<file path="config.mk">
export PLATFORM = sky130hd
export DESIGN_NAME = seven_segment_glyph_line_generator
export DESIGN_NICKNAME = d
export VERILOG_FILES = /design/src/sv/ssg_pkg.sv /design/src/sv/ssg_sequencer.sv /design/src/sv/ssg_datapath.sv /design/src/sv/seven_segment_glyph_line_generator.sv
export SDC_FILE = /design/constraint.sdc
export NUM_CORES = 1
export LEC_CHECK = 0
export BUFFER_PORTS_ARGS = -buffer_cell sky130_fd_sc_hd__buf_2
export CELL_PAD_IN_SITES_DETAIL_PLACEMENT = 1
export CELL_PAD_IN_SITES_GLOBAL_PLACEMENT = 2
export CORE_ASPECT_RATIO = 0.7
export CORE_UTILIZATION = 42
export CTS_CLUSTER_DIAMETER = 150
export DETAILED_ROUTE_END_ITERATION = 16
export PLACE_DENSITY_LB_ADDON = 0.1
export SKIP_LAST_GASP = 1
export SLEW_MARGIN = 20
export SYNTH_ARGS = -nofsm -noshare
export SYNTH_HDL_FRONTEND = slang
export SYNTH_SLANG_ARGS = --single-unit
</file>
<file path="constraint.sdc">
create_clock -name clk -period 12.6 [get_ports clk]
set_input_delay 0.63 -clock clk [delete_from_list [all_inputs] [get_ports clk]]
set_output_delay 0.63 -clock clk [all_outputs]
set_load 0.005 [all_outputs]
</file>
<file path="src/sv/ssg_pkg.sv">
// ----------------------------------------------------------------------------
// ssg_pkg
// Shared types, constants, segment table and control program of the
// seven-segment glyph line generator.
// ----------------------------------------------------------------------------
package ssg_pkg;

    // field widths
    localparam int DIGIT_W = 5;
    localparam int POS_W   = 10;
    localparam int COLOR_W = 16;
    localparam int SIZE_W  = 10;
    localparam int DEPTH_W = 4;
    localparam int OUT_W   = 12;
    localparam int CFG_W   = 10;
    localparam int CFG_IDX_W = 2;

    // bar depth saturates here
    localparam int MAX_DEPTH = 9;
    // max(depth/9, 2): depth never reaches 18, so the gap is always two
    localparam int GAP = 2;
    // half depth, and the per-loop line counter
    localparam int HALF_W = $clog2(MAX_DEPTH / 2 + 1);

    // register indexes
    localparam logic [CFG_IDX_W-1:0] CFG_GLYPH_WIDTH  = 2'd0;
    localparam logic [CFG_IDX_W-1:0] CFG_GLYPH_HEIGHT = 2'd1;
    localparam logic [CFG_IDX_W-1:0] CFG_BAR_DEPTH    = 2'd2;

    localparam logic [SIZE_W-1:0]  RESET_WIDTH  = 10'd32;
    localparam logic [SIZE_W-1:0]  RESET_HEIGHT = 10'd64;
    localparam logic [DEPTH_W-1:0] RESET_DEPTH  = 4'd8;

    // micro-operations
    localparam logic [1:0] OP_CALC  = 2'd0;  // latch the glyph base terms
    localparam logic [1:0] OP_LOAD  = 2'd1;  // load a segment's first line
    localparam logic [1:0] OP_EMIT1 = 2'd2;  // emit, outer bevel loop
    localparam logic [1:0] OP_EMIT2 = 2'd3;  // emit, inner bevel loop

    // start x select
    localparam logic [1:0] XS_A = 2'd0;      // x + d + s
    localparam logic [1:0] XS_R = 2'd1;      // x + w - d
    localparam logic [1:0] XS_L = 2'd2;      // x

    // start y select
    localparam logic [2:0] YS_TOP = 3'd0;    // y
    localparam logic [2:0] YS_T1  = 3'd1;    // y + d + s
    localparam logic [2:0] YS_B1  = 3'd2;    // y + h/2 + dh + s
    localparam logic [2:0] YS_BOT = 3'd3;    // y + h - d
    localparam logic [2:0] YS_MID = 3'd4;    // y + h/2 - dh

    // end y select of vertical bars
    localparam logic YE_T2 = 1'b0;           // y + h/2 - dh - s
    localparam logic YE_B2 = 1'b1;           // y + h - d - s

    typedef struct packed {
        logic [1:0] op;
        logic       horiz;
        logic [1:0] xs_sel;
        logic [2:0] ys_sel;
        logic       ye_sel;
        logic [2:0] seg;
        logic       last;
    } ctrl_t;

    // sequencer to datapath
    typedef struct packed {
        ctrl_t ctrl;
        logic  go;
        logic  final_line;
    } dp_cmd_t;

    localparam int PROG_LEN = 22;
    localparam int PC_W = $clog2(PROG_LEN);

    function automatic logic [6:0] seg_pattern(input logic [3:0] digit);
        logic [6:0] p;
        case (digit)
            4'h0: p = 7'h3F;
            4'h1: p = 7'h06;
            4'h2: p = 7'h5B;
            4'h3: p = 7'h4F;
            4'h4: p = 7'h66;
            4'h5: p = 7'h6D;
            4'h6: p = 7'h7D;
            4'h7: p = 7'h07;
            4'h8: p = 7'h7F;
            4'h9: p = 7'h6F;
            4'hA: p = 7'h77;
            4'hB: p = 7'h7C;
            4'hC: p = 7'h39;
            4'hD: p = 7'h5E;
            4'hE: p = 7'h79;
            default: p = 7'h71;
        endcase
        return p;
    endfunction

    function automatic ctrl_t mk(input logic [1:0] op, input logic horiz,
                                 input logic [1:0] xs, input logic [2:0] ys,
                                 input logic ye, input logic [2:0] seg,
                                 input logic last);
        ctrl_t c;
        c.op     = op;
        c.horiz  = horiz;
        c.xs_sel = xs;
        c.ys_sel = ys;
        c.ye_sel = ye;
        c.seg    = seg;
        c.last   = last;
        return c;
    endfunction

    // control program: per segment a load step and two looping emit steps
    function automatic ctrl_t ucode(input logic [PC_W-1:0] pc);
        ctrl_t c;
        case (pc)
            5'd0:  c = mk(OP_CALC,  1'b0, XS_L, YS_TOP, YE_T2, 3'd0, 1'b0);
            // segment a
            5'd1:  c = mk(OP_LOAD,  1'b1, XS_A, YS_TOP, YE_T2, 3'd0, 1'b0);
            5'd2:  c = mk(OP_EMIT1, 1'b1, XS_A, YS_TOP, YE_T2, 3'd0, 1'b0);
            5'd3:  c = mk(OP_EMIT2, 1'b1, XS_A, YS_TOP, YE_T2, 3'd0, 1'b0);
            // segment b
            5'd4:  c = mk(OP_LOAD,  1'b0, XS_R, YS_T1,  YE_T2, 3'd1, 1'b0);
            5'd5:  c = mk(OP_EMIT1, 1'b0, XS_R, YS_T1,  YE_T2, 3'd1, 1'b0);
            5'd6:  c = mk(OP_EMIT2, 1'b0, XS_R, YS_T1,  YE_T2, 3'd1, 1'b0);
            // segment c
            5'd7:  c = mk(OP_LOAD,  1'b0, XS_R, YS_B1,  YE_B2, 3'd2, 1'b0);
            5'd8:  c = mk(OP_EMIT1, 1'b0, XS_R, YS_B1,  YE_B2, 3'd2, 1'b0);
            5'd9:  c = mk(OP_EMIT2, 1'b0, XS_R, YS_B1,  YE_B2, 3'd2, 1'b0);
            // segment d
            5'd10: c = mk(OP_LOAD,  1'b1, XS_A, YS_BOT, YE_T2, 3'd3, 1'b0);
            5'd11: c = mk(OP_EMIT1, 1'b1, XS_A, YS_BOT, YE_T2, 3'd3, 1'b0);
            5'd12: c = mk(OP_EMIT2, 1'b1, XS_A, YS_BOT, YE_T2, 3'd3, 1'b0);
            // segment e
            5'd13: c = mk(OP_LOAD,  1'b0, XS_L, YS_B1,  YE_B2, 3'd4, 1'b0);
            5'd14: c = mk(OP_EMIT1, 1'b0, XS_L, YS_B1,  YE_B2, 3'd4, 1'b0);
            5'd15: c = mk(OP_EMIT2, 1'b0, XS_L, YS_B1,  YE_B2, 3'd4, 1'b0);
            // segment f
            5'd16: c = mk(OP_LOAD,  1'b0, XS_L, YS_T1,  YE_T2, 3'd5, 1'b0);
            5'd17: c = mk(OP_EMIT1, 1'b0, XS_L, YS_T1,  YE_T2, 3'd5, 1'b0);
            5'd18: c = mk(OP_EMIT2, 1'b0, XS_L, YS_T1,  YE_T2, 3'd5, 1'b0);
            // segment g
            5'd19: c = mk(OP_LOAD,  1'b1, XS_A, YS_MID, YE_T2, 3'd6, 1'b0);
            5'd20: c = mk(OP_EMIT1, 1'b1, XS_A, YS_MID, YE_T2, 3'd6, 1'b0);
            5'd21: c = mk(OP_EMIT2, 1'b1, XS_A, YS_MID, YE_T2, 3'd6, 1'b1);
            default: c = mk(OP_CALC, 1'b0, XS_L, YS_TOP, YE_T2, 3'd0, 1'b1);
        endcase
        return c;
    endfunction

endpackage

</file>
<file path="src/sv/ssg_sequencer.sv">
// ----------------------------------------------------------------------------
// ssg_sequencer
// Step counter, loop counter and program table lookup; issues one control
// word per step to the datapath.
// ----------------------------------------------------------------------------
module ssg_sequencer (
    input  logic                       clk,
    input  logic                       rst_n,
    input  logic                       start,
    input  logic [ssg_pkg::HALF_W-1:0] half_depth,
    input  logic                       emit_ok,
    output logic                       busy,
    output ssg_pkg::dp_cmd_t           cmd
);

    logic                         busy_reg, busy_next;
    logic [ssg_pkg::PC_W-1:0]     pc_reg, pc_next;
    logic [ssg_pkg::HALF_W-1:0]   cnt_reg, cnt_next;
    ssg_pkg::ctrl_t               ctrl;
    logic                         is_emit;
    logic                         loop_end;
    logic                         go;

    assign ctrl     = ssg_pkg::ucode(pc_reg);
    assign is_emit  = (ctrl.op == ssg_pkg::OP_EMIT1) || (ctrl.op == ssg_pkg::OP_EMIT2);
    assign loop_end = (cnt_reg == half_depth - ssg_pkg::HALF_W'(1));
    // emit steps wait for a free output slot
    assign go       = busy_reg && (!is_emit || emit_ok);

    always_comb
    begin
        busy_next = busy_reg;
        pc_next   = pc_reg;
        cnt_next  = cnt_reg;
        if (start)
        begin
            busy_next = 1'b1;
            pc_next   = '0;
            cnt_next  = '0;
        end
        else if (go)
        begin
            if (is_emit)
            begin
                if (loop_end)
                begin
                    cnt_next = '0;
                    if (ctrl.last)
                        busy_next = 1'b0;
                    else
                        pc_next = pc_reg + ssg_pkg::PC_W'(1);
                end
                else
                begin
                    cnt_next = cnt_reg + ssg_pkg::HALF_W'(1);
                end
            end
            else
            begin
                pc_next = pc_reg + ssg_pkg::PC_W'(1);
            end
        end
    end

    always_ff @(posedge clk or negedge rst_n)
    begin
        if (!rst_n)
        begin
            busy_reg <= 1'b0;
            pc_reg   <= '0;
            cnt_reg  <= '0;
        end
        else
        begin
            busy_reg <= busy_next;
            pc_reg   <= pc_next;
            cnt_reg  <= cnt_next;
        end
    end

    assign busy           = busy_reg;
    assign cmd.ctrl       = ctrl;
    assign cmd.go         = go;
    assign cmd.final_line = ctrl.last && (ctrl.op == ssg_pkg::OP_EMIT2) && loop_end;

endmodule

</file>
<file path="src/sv/ssg_datapath.sv">
// ----------------------------------------------------------------------------
// ssg_datapath
// Glyph base terms, current line endpoints with step adders, and the
// output register of the line channel.
// ----------------------------------------------------------------------------
module ssg_datapath #(
    parameter int COORD_BITS = 12
) (
    input  logic                        clk,
    input  logic                        rst_n,
    input  logic                        in_fire,
    input  logic [3:0]                  digit_lo,
    input  logic [ssg_pkg::POS_W-1:0]   origin_x,
    input  logic [ssg_pkg::POS_W-1:0]   origin_y,
    input  logic [ssg_pkg::COLOR_W-1:0] fore_color,
    input  logic [ssg_pkg::COLOR_W-1:0] back_color,
    input  logic [ssg_pkg::SIZE_W-1:0]  glyph_w,
    input  logic [ssg_pkg::SIZE_W-1:0]  glyph_h,
    input  logic [ssg_pkg::DEPTH_W-1:0] depth,
    input  logic [ssg_pkg::HALF_W-1:0]  half_depth,
    input  ssg_pkg::dp_cmd_t            cmd,
    output logic                        emit_ok,
    output logic                        out_valid,
    input  logic                        out_ready,
    output logic [ssg_pkg::OUT_W-1:0]   start_x,
    output logic [ssg_pkg::OUT_W-1:0]   start_y,
    output logic [ssg_pkg::OUT_W-1:0]   end_x,
    output logic [ssg_pkg::OUT_W-1:0]   end_y,
    output logic [ssg_pkg::COLOR_W-1:0] line_color,
    output logic                        final_line
);

    // exact coordinates stay within 14 bits signed
    localparam int CW = (COORD_BITS > 14) ? COORD_BITS : 14;

    function automatic logic [ssg_pkg::OUT_W-1:0] wrap_coord(input logic signed [CW-1:0] v);
        logic signed [COORD_BITS-1:0] t;
        logic signed [CW-1:0]         e;
        t = v[COORD_BITS-1:0];
        e = CW'(t);
        return e[ssg_pkg::OUT_W-1:0];
    endfunction

    // captured item
    logic [6:0]                  segs_reg;
    logic [ssg_pkg::POS_W-1:0]   ox_reg, oy_reg;
    logic [ssg_pkg::COLOR_W-1:0] fg_reg, bg_reg;

    // base terms
    logic signed [CW-1:0] xa_reg, xb_reg, xr_reg, xl_reg;
    logic signed [CW-1:0] y0_reg, yt1_reg, yt2_reg, yb1_reg, yb2_reg, ybot_reg, ymid_reg;

    // current line
    logic signed [CW-1:0]        sx_reg, sy_reg, ex_reg, ey_reg;
    logic [ssg_pkg::COLOR_W-1:0] color_reg;

    // output slot
    logic                        out_valid_reg, out_valid_next;
    logic [ssg_pkg::OUT_W-1:0]   osx_reg, osy_reg, oex_reg, oey_reg;
    logic [ssg_pkg::COLOR_W-1:0] ocolor_reg;
    logic                        ofinal_reg;

    logic signed [CW-1:0] xo, yo, ww, hh, dd, dh, gp, hd2;
    logic signed [CW-1:0] xs_base, ys_base, ye_base;
    logic                 do_calc, do_load, do_emit, emit1, emit2;
    logic signed [CW-1:0] one;

    assign xo  = CW'(ox_reg);
    assign yo  = CW'(oy_reg);
    assign ww  = CW'(glyph_w);
    assign hh  = CW'(glyph_h);
    assign hd2 = CW'(glyph_h >> 1);
    assign dd  = CW'(depth);
    assign dh  = CW'(half_depth);
    assign gp  = CW'(ssg_pkg::GAP);
    assign one = CW'(1);

    assign do_calc = cmd.go && (cmd.ctrl.op == ssg_pkg::OP_CALC);
    assign do_load = cmd.go && (cmd.ctrl.op == ssg_pkg::OP_LOAD);
    assign emit1   = cmd.ctrl.op == ssg_pkg::OP_EMIT1;
    assign emit2   = cmd.ctrl.op == ssg_pkg::OP_EMIT2;
    assign do_emit = cmd.go && (emit1 || emit2);

    always_comb
    begin
        case (cmd.ctrl.xs_sel)
            ssg_pkg::XS_A: xs_base = xa_reg;
            ssg_pkg::XS_R: xs_base = xr_reg;
            default:       xs_base = xl_reg;
        endcase
        case (cmd.ctrl.ys_sel)
            ssg_pkg::YS_TOP: ys_base = y0_reg;
            ssg_pkg::YS_T1:  ys_base = yt1_reg;
            ssg_pkg::YS_B1:  ys_base = yb1_reg;
            ssg_pkg::YS_BOT: ys_base = ybot_reg;
            default:         ys_base = ymid_reg;
        endcase
        ye_base = (cmd.ctrl.ye_sel == ssg_pkg::YE_B2) ? yb2_reg : yt2_reg;
    end

    always_ff @(posedge clk)
    begin
        if (in_fire)
        begin
            segs_reg <= ssg_pkg::seg_pattern(digit_lo);
            ox_reg   <= origin_x;
            oy_reg   <= origin_y;
            fg_reg   <= fore_color;
            bg_reg   <= back_color;
        end
        if (do_calc)
        begin
            xa_reg   <= xo + dd + gp;
            xb_reg   <= xo + ww - dd - gp;
            xr_reg   <= xo + ww - dd;
            xl_reg   <= xo;
            y0_reg   <= yo;
            yt1_reg  <= yo + dd + gp;
            yt2_reg  <= yo + hd2 - dh - gp;
            yb1_reg  <= yo + hd2 + dh + gp;
            yb2_reg  <= yo + hh - dd - gp;
            ybot_reg <= yo + hh - dd;
            ymid_reg <= yo + hd2 - dh;
        end
        if (do_load)
        begin
            sx_reg    <= xs_base;
            sy_reg    <= ys_base;
            ex_reg    <= cmd.ctrl.horiz ? xb_reg : xs_base;
            ey_reg    <= cmd.ctrl.horiz ? ys_base : ye_base;
            color_reg <= segs_reg[cmd.ctrl.seg] ? fg_reg : bg_reg;
        end
        else if (do_emit)
        begin
            // bevel: each loop widens or narrows the bar by one pixel a line
            sx_reg <= (emit1 && cmd.ctrl.horiz)  ? sx_reg - one : sx_reg + one;
            sy_reg <= (emit1 && !cmd.ctrl.horiz) ? sy_reg - one : sy_reg + one;
            ex_reg <= (emit2 && cmd.ctrl.horiz)  ? ex_reg - one : ex_reg + one;
            ey_reg <= (emit2 && !cmd.ctrl.horiz) ? ey_reg - one : ey_reg + one;
        end
        if (do_emit)
        begin
            osx_reg    <= wrap_coord(sx_reg);
            osy_reg    <= wrap_coord(sy_reg);
            oex_reg    <= wrap_coord(ex_reg);
            oey_reg    <= wrap_coord(ey_reg);
            ocolor_reg <= color_reg;
            ofinal_reg <= cmd.final_line;
        end
    end

    always_comb
    begin
        if (do_emit)
            out_valid_next = 1'b1;
        else if (out_ready)
            out_valid_next = 1'b0;
        else
            out_valid_next = out_valid_reg;
    end

    always_ff @(posedge clk or negedge rst_n)
    begin
        if (!rst_n)
            out_valid_reg <= 1'b0;
        else
            out_valid_reg <= out_valid_next;
    end

    assign emit_ok    = !out_valid_reg || out_ready;
    assign out_valid  = out_valid_reg;
    assign start_x    = osx_reg;
    assign start_y    = osy_reg;
    assign end_x      = oex_reg;
    assign end_y      = oey_reg;
    assign line_color = ocolor_reg;
    assign final_line = ofinal_reg;

endmodule

</file>
<file path="src/sv/seven_segment_glyph_line_generator.sv">
// ----------------------------------------------------------------------------
// seven_segment_glyph_line_generator
// Turns one hex digit into the line draw commands of a beveled
// seven-segment glyph, segments a through g in order.
// ----------------------------------------------------------------------------
//
// channel  direction  handshake              payload
// -------  ---------  ---------------------  ------------------------------------
// in       input      in_valid / in_ready    digit, origin_x/y, fore/back_color
// out      output     out_valid / out_ready  start_x/y, end_x/y, line_color,
//                                            final_line
// cfg      input      cfg_we (no wait)       cfg_index, cfg_data
//
// from one accept to the next, a glyph goes through the accept, a step that
// latches the base terms, one load step per segment, then 14*(depth/2) lines
// at one line per cycle while the output takes them, counted by the loop
// counter of the sequencer. at the largest depth that is 56 lines.
// digits above fifteen and depths below two are accepted but give no lines.
// a stalled output holds the sequencer on its emit step; the last line sits
// in the output register while the next transaction is already accepted.
// reset clears the sequencer and output valid and loads the register defaults.
//
module seven_segment_glyph_line_generator #(
    parameter int COORD_BITS = 12
) (
    input  logic                          clk,
    input  logic                          rst_n,
    // configuration
    input  logic                          cfg_we,
    input  logic [ssg_pkg::CFG_IDX_W-1:0] cfg_index,
    input  logic [ssg_pkg::CFG_W-1:0]     cfg_data,
    // digit transactions
    input  logic                          in_valid,
    output logic                          in_ready,
    input  logic [ssg_pkg::DIGIT_W-1:0]   digit,
    input  logic [ssg_pkg::POS_W-1:0]     origin_x,
    input  logic [ssg_pkg::POS_W-1:0]     origin_y,
    input  logic [ssg_pkg::COLOR_W-1:0]   fore_color,
    input  logic [ssg_pkg::COLOR_W-1:0]   back_color,
    // line transactions
    output logic                          out_valid,
    input  logic                          out_ready,
    output logic [ssg_pkg::OUT_W-1:0]     start_x,
    output logic [ssg_pkg::OUT_W-1:0]     start_y,
    output logic [ssg_pkg::OUT_W-1:0]     end_x,
    output logic [ssg_pkg::OUT_W-1:0]     end_y,
    output logic [ssg_pkg::COLOR_W-1:0]   line_color,
    output logic                          final_line
);

    // configuration registers
    logic [ssg_pkg::SIZE_W-1:0]  width_reg;
    logic [ssg_pkg::SIZE_W-1:0]  height_reg;
    logic [ssg_pkg::DEPTH_W-1:0] depth_reg;

    // effective depth and half depth
    logic [ssg_pkg::DEPTH_W-1:0] depth_sat;
    logic [ssg_pkg::HALF_W-1:0]  half_depth;

    logic             busy;
    logic             in_fire;
    logic             skip;
    logic             emit_ok;
    ssg_pkg::dp_cmd_t cmd;

    always_ff @(posedge clk or negedge rst_n)
    begin
        if (!rst_n)
        begin
            width_reg  <= ssg_pkg::RESET_WIDTH;
            height_reg <= ssg_pkg::RESET_HEIGHT;
            depth_reg  <= ssg_pkg::RESET_DEPTH;
        end
        else if (cfg_we)
        begin
            // writes to an index past the list fall through the case
            case (cfg_index)
                ssg_pkg::CFG_GLYPH_WIDTH:  width_reg  <= cfg_data;
                ssg_pkg::CFG_GLYPH_HEIGHT: height_reg <= cfg_data;
                ssg_pkg::CFG_BAR_DEPTH:    depth_reg  <= cfg_data[ssg_pkg::DEPTH_W-1:0];
                default: ;
            endcase
        end
    end

    // depth saturates at the largest bar thickness
    assign depth_sat  = (depth_reg > ssg_pkg::DEPTH_W'(ssg_pkg::MAX_DEPTH)) ?
                        ssg_pkg::DEPTH_W'(ssg_pkg::MAX_DEPTH) : depth_reg;
    assign half_depth = ssg_pkg::HALF_W'(depth_sat >> 1);

    // one glyph at a time; a new transaction waits for the program to finish
    assign in_ready = !busy;
    assign in_fire  = in_valid && in_ready;

    // no lines at all: digit out of the hex range or bars of zero lines
    assign skip = (digit > ssg_pkg::DIGIT_W'(15)) || (half_depth == '0);

    ssg_sequencer u_seq (
        .clk        (clk),
        .rst_n      (rst_n),
        .start      (in_fire && !skip),
        .half_depth (half_depth),
        .emit_ok    (emit_ok),
        .busy       (busy),
        .cmd        (cmd)
    );

    ssg_datapath #(
        .COORD_BITS (COORD_BITS)
    ) u_dp (
        .clk        (clk),
        .rst_n      (rst_n),
        .in_fire    (in_fire),
        .digit_lo   (digit[3:0]),
        .origin_x   (origin_x),
        .origin_y   (origin_y),
        .fore_color (fore_color),
        .back_color (back_color),
        .glyph_w    (width_reg),
        .glyph_h    (height_reg),
        .depth      (depth_sat),
        .half_depth (half_depth),
        .cmd        (cmd),
        .emit_ok    (emit_ok),
        .out_valid  (out_valid),
        .out_ready  (out_ready),
        .start_x    (start_x),
        .start_y    (start_y),
        .end_x      (end_x),
        .end_y      (end_y),
        .line_color (line_color),
        .final_line (final_line)
    );

endmodule
</file>
==> summary.md <==
| Metric | Value |
|---|---|
| Run status | completed |
| CP bufs+invs | 3 |
| Setup-failing EPs final | 0 |
| CTS Sinks | 346 |
| GRT Total Usage | 22.0% |
| CP Capture Type | register |
| Synthesis-to-finish area growth | 14.6% |
| Max-cap violations | 0 |
| Routed len/inst | 21.6 um |
| Worst reg2reg path startpoint | u_seq.pc_reg[1] |
| Fin nets | 1853 |
| Syn_area_per_cell | 12.3 sq um |
| Routed Antenna Nets | 0 |
| Vias in the first global route | 12500 |
| CP cell instances | inv_1 > ha_1 > inv_1 > mux4_2 > o22ai_1 > nor2b_1 > nand2_1 > inv_1 > ha_1 > nor2b_1 > o21ai_0 > a21oi_1 > o21a_1 > o21ai_0 > a211oi_1 > or3_1 > a31o_2 |
| Drt via density | 5.44 |
| Post-route clock period utilization | 40.6% |
| Relative slew margins | 32.1% |
| Port Buffers | 140 |
| Setup ws final | 7.48 ns |
| HP Class | in -> async |
| DRT iter0 DRCs | 843 |
| Gr ovfl total | 0 |
| Root buf cell | clkbuf_16 |
| Skew-Pair Late Insertion Delay | 0.54 ns |
| WHS | 0.217 ns |
| Critical Path Fanout Max | 11 |
| Total number of vias | 12300 |
| DRC | 0 |
| RSZ-0062 raised after global routing | no |
| Largest net degree at the start of global routing | 71 |
| DP Wirelength | 36.1 mm |
| Post-CTS Setup Bufs | 0 |
| CP Launch Point | u_seq.pc_reg[1] |
| Yosys top cell area share | 50.7% |
| Mapped Area | 18500 sq um |
| CP Data Required Time | 12.89 ns |
| Pre-antenna DRT Iters | 7 |
| Slew @ Worst Pin | 1.01 ns |
| Layout cells sized above 1 | 17.4% |
| Cts hold-fix bufs | 0 |
| Global-route wire length before repair | 75.0 mm |
| Sequential area share after synthesis | 55.3% |
| Initial antenna violation count | 0 |
| Final setup TNS | 0 ns |
| Primary FF master, synth | edfxtp_1 |
| Slowest cell on crit path | o22ai_1 |
| Die area | 44900 sq um |
| CP dominant cell by count | inv_1 |
| # resized after CTS | 0 |
| Initial core utilization | 43.1% |
| Num rows | 63 |
| Total routed wirelength | 48.9 mm |
| Final min period | 5.12 ns |
| Clock buffer depth | 3 |
| Top Ports | 141 |
| Hold Violations, Final | 0 |
| CTS tree | done |
| Library cells used by synthesis | 83 |
| Clk slew on worst S/H paths | 0.07 ns |
| Routability cong. | 0.820 |
| Total core area | 42900 sq um |
| Cts bufs inserted | 38 |
| Die X | 253 um |
| Chip height | 178 um |
| Seq cells post-synth | 346 |
| Maximum clock rate | 0.195 GHz |
| Syn Inst Count | 1500 |
| Antenna Cells | 0 |
| Yosys top cell by area | edfxtp_1 |
| Yosys Warn Count | 0 |
| Pre-CTS WS | 7.50 ns |
| Worst setup SP type | register |
| Slew Viols, Final | 0 |
| Delay-heaviest family, CP | compound AO/OA/AOI/OAI gates |
| Largest cells by area after synthesis | edfxtp_1, ha_1, xnor2_1 |
| Clock Skew | 0.0178 ns |
| Synth async-reset ratio | 9.83% |
| CP max stage delay | 0.51 ns |
| H-tree level count | 2 |
| WP data arrival | 5.40 ns |
| Classification of the worst setup path | reg -> reg |
| EDFF count, synth | 312 |
-- logic make-up (layout without fill, tap and decap cells) --
family	count (synthesis)	in the layout	synth area share, %
simple gates	330	330	9.15
mux	66	66	4.01
other cells	1	3	0.0203
buf+inv	142	317	3.18
fa+ha+maj	130	130	9.30
compound gates	341	341	12.1
xor+xnor	144	144	6.90
flops	346	346	55.3
-- cells in the mapped netlist (4+ instances only) --
| cell type | number |
|---|---|
| edfxtp_1 | 312 |
| ha_1 | 115 |
| a21oi_1 | 109 |
| inv_1 | 94 |
| xnor2_1 | 92 |
| nor2_1 | 90 |
| o21ai_0 | 60 |
| nand2_1 | 59 |
| xor2_1 | 51 |
| mux2_2 | 45 |
| nor3_1 | 33 |
| a211oi_1 | 32 |
| dfrtp_1 | 31 |
| a21o_1 | 23 |
| clkbuf_1 | 23 |
| nand3_1 | 23 |
| nor2b_1 | 22 |
| nand2b_1 | 21 |
| mux2i_1 | 19 |
| and3_1 | 15 |
| o21a_1 | 15 |
| fa_1 | 13 |
| a222oi_1 | 12 |
| a31oi_1 | 12 |
| buf_2 | 11 |
| nor3b_1 | 9 |
| o211ai_1 | 9 |
| or2_2 | 9 |
| nor4_1 | 8 |
| a22o_1 | 7 |
| buf_1 | 7 |
| nand4_1 | 7 |
| or3_1 | 7 |
| nand3b_1 | 6 |
| a311o_1 | 5 |
| and2_1 | 5 |
| o21bai_1 | 5 |
| o31ai_1 | 5 |
| a221oi_1 | 4 |
| a22oi_1 | 4 |
| buf_6 | 4 |
| o22ai_1 | 4 |
-- metrics by stage --
stage	utilization, %	area [sq um]	instances
after global placement	46.2	19800	2196
after floorplan	-	18500	1502
final	49.4	21200	2262
after CTS	49.4	21200	2262
after detailed placement	46.3	19800	2196
after global routing	49.4	21200	2262
-- final timing paths --
| check | to | slack (ns) | cells past startpoint |
|---|---|---|---|
| min | height_reg[4] | 0.22 | 1 |
| max reg2reg | u_dp.ex_reg[10] | 7.48 | 17 |
| max | u_dp.ex_reg[10] | 7.48 | 17 |
| min in group clk | u_dp.oy_reg[8] | 0.27 | 1 |
| max in group asynchronous | u_seq.cnt_reg[2] | 11.79 | 1 |
| min reg2reg | u_dp.line_color[13] | 0.42 | 0 |
-- placed cells by master, fill, tap and decap left out, types with 31 or more instances in the layout --
| master | instances |
|---|---|
| mux2_2 | 45 |
| clkbuf_16 | 39 |
| inv_1 | 93 |
| a211oi_1 | 32 |
| nand2_1 | 58 |
| dfrtp_1 | 31 |
| xnor2_1 | 92 |
| xor2_1 | 51 |
| edfxtp_1 | 312 |
| a21oi_1 | 109 |
| nor3_1 | 32 |
| o21ai_0 | 60 |
| nor2_1 | 90 |
| buf_2 | 140 |
| ha_1 | 115 |
-- routing by layer --
layer	share of wire, %	global-route usage (%)
met1	52	34.3
met2	42	32.0
met3	4.4	3.34
met4	1.4	4.47
met5	0	0
-- area by class of cell --
class	instances	area (sq um)
clock buffer	47	1030
clock inverter	19	328
fill	4505	21700
inverter	96	360
multi-input combinational	1014	7700
sequential	346	10200
tap	585	732
timing repair buffer	155	813
Power is left out: the tool's default activity adds up to more than one toggle a clock period on the data nets, which glitch-free logic cannot reach.
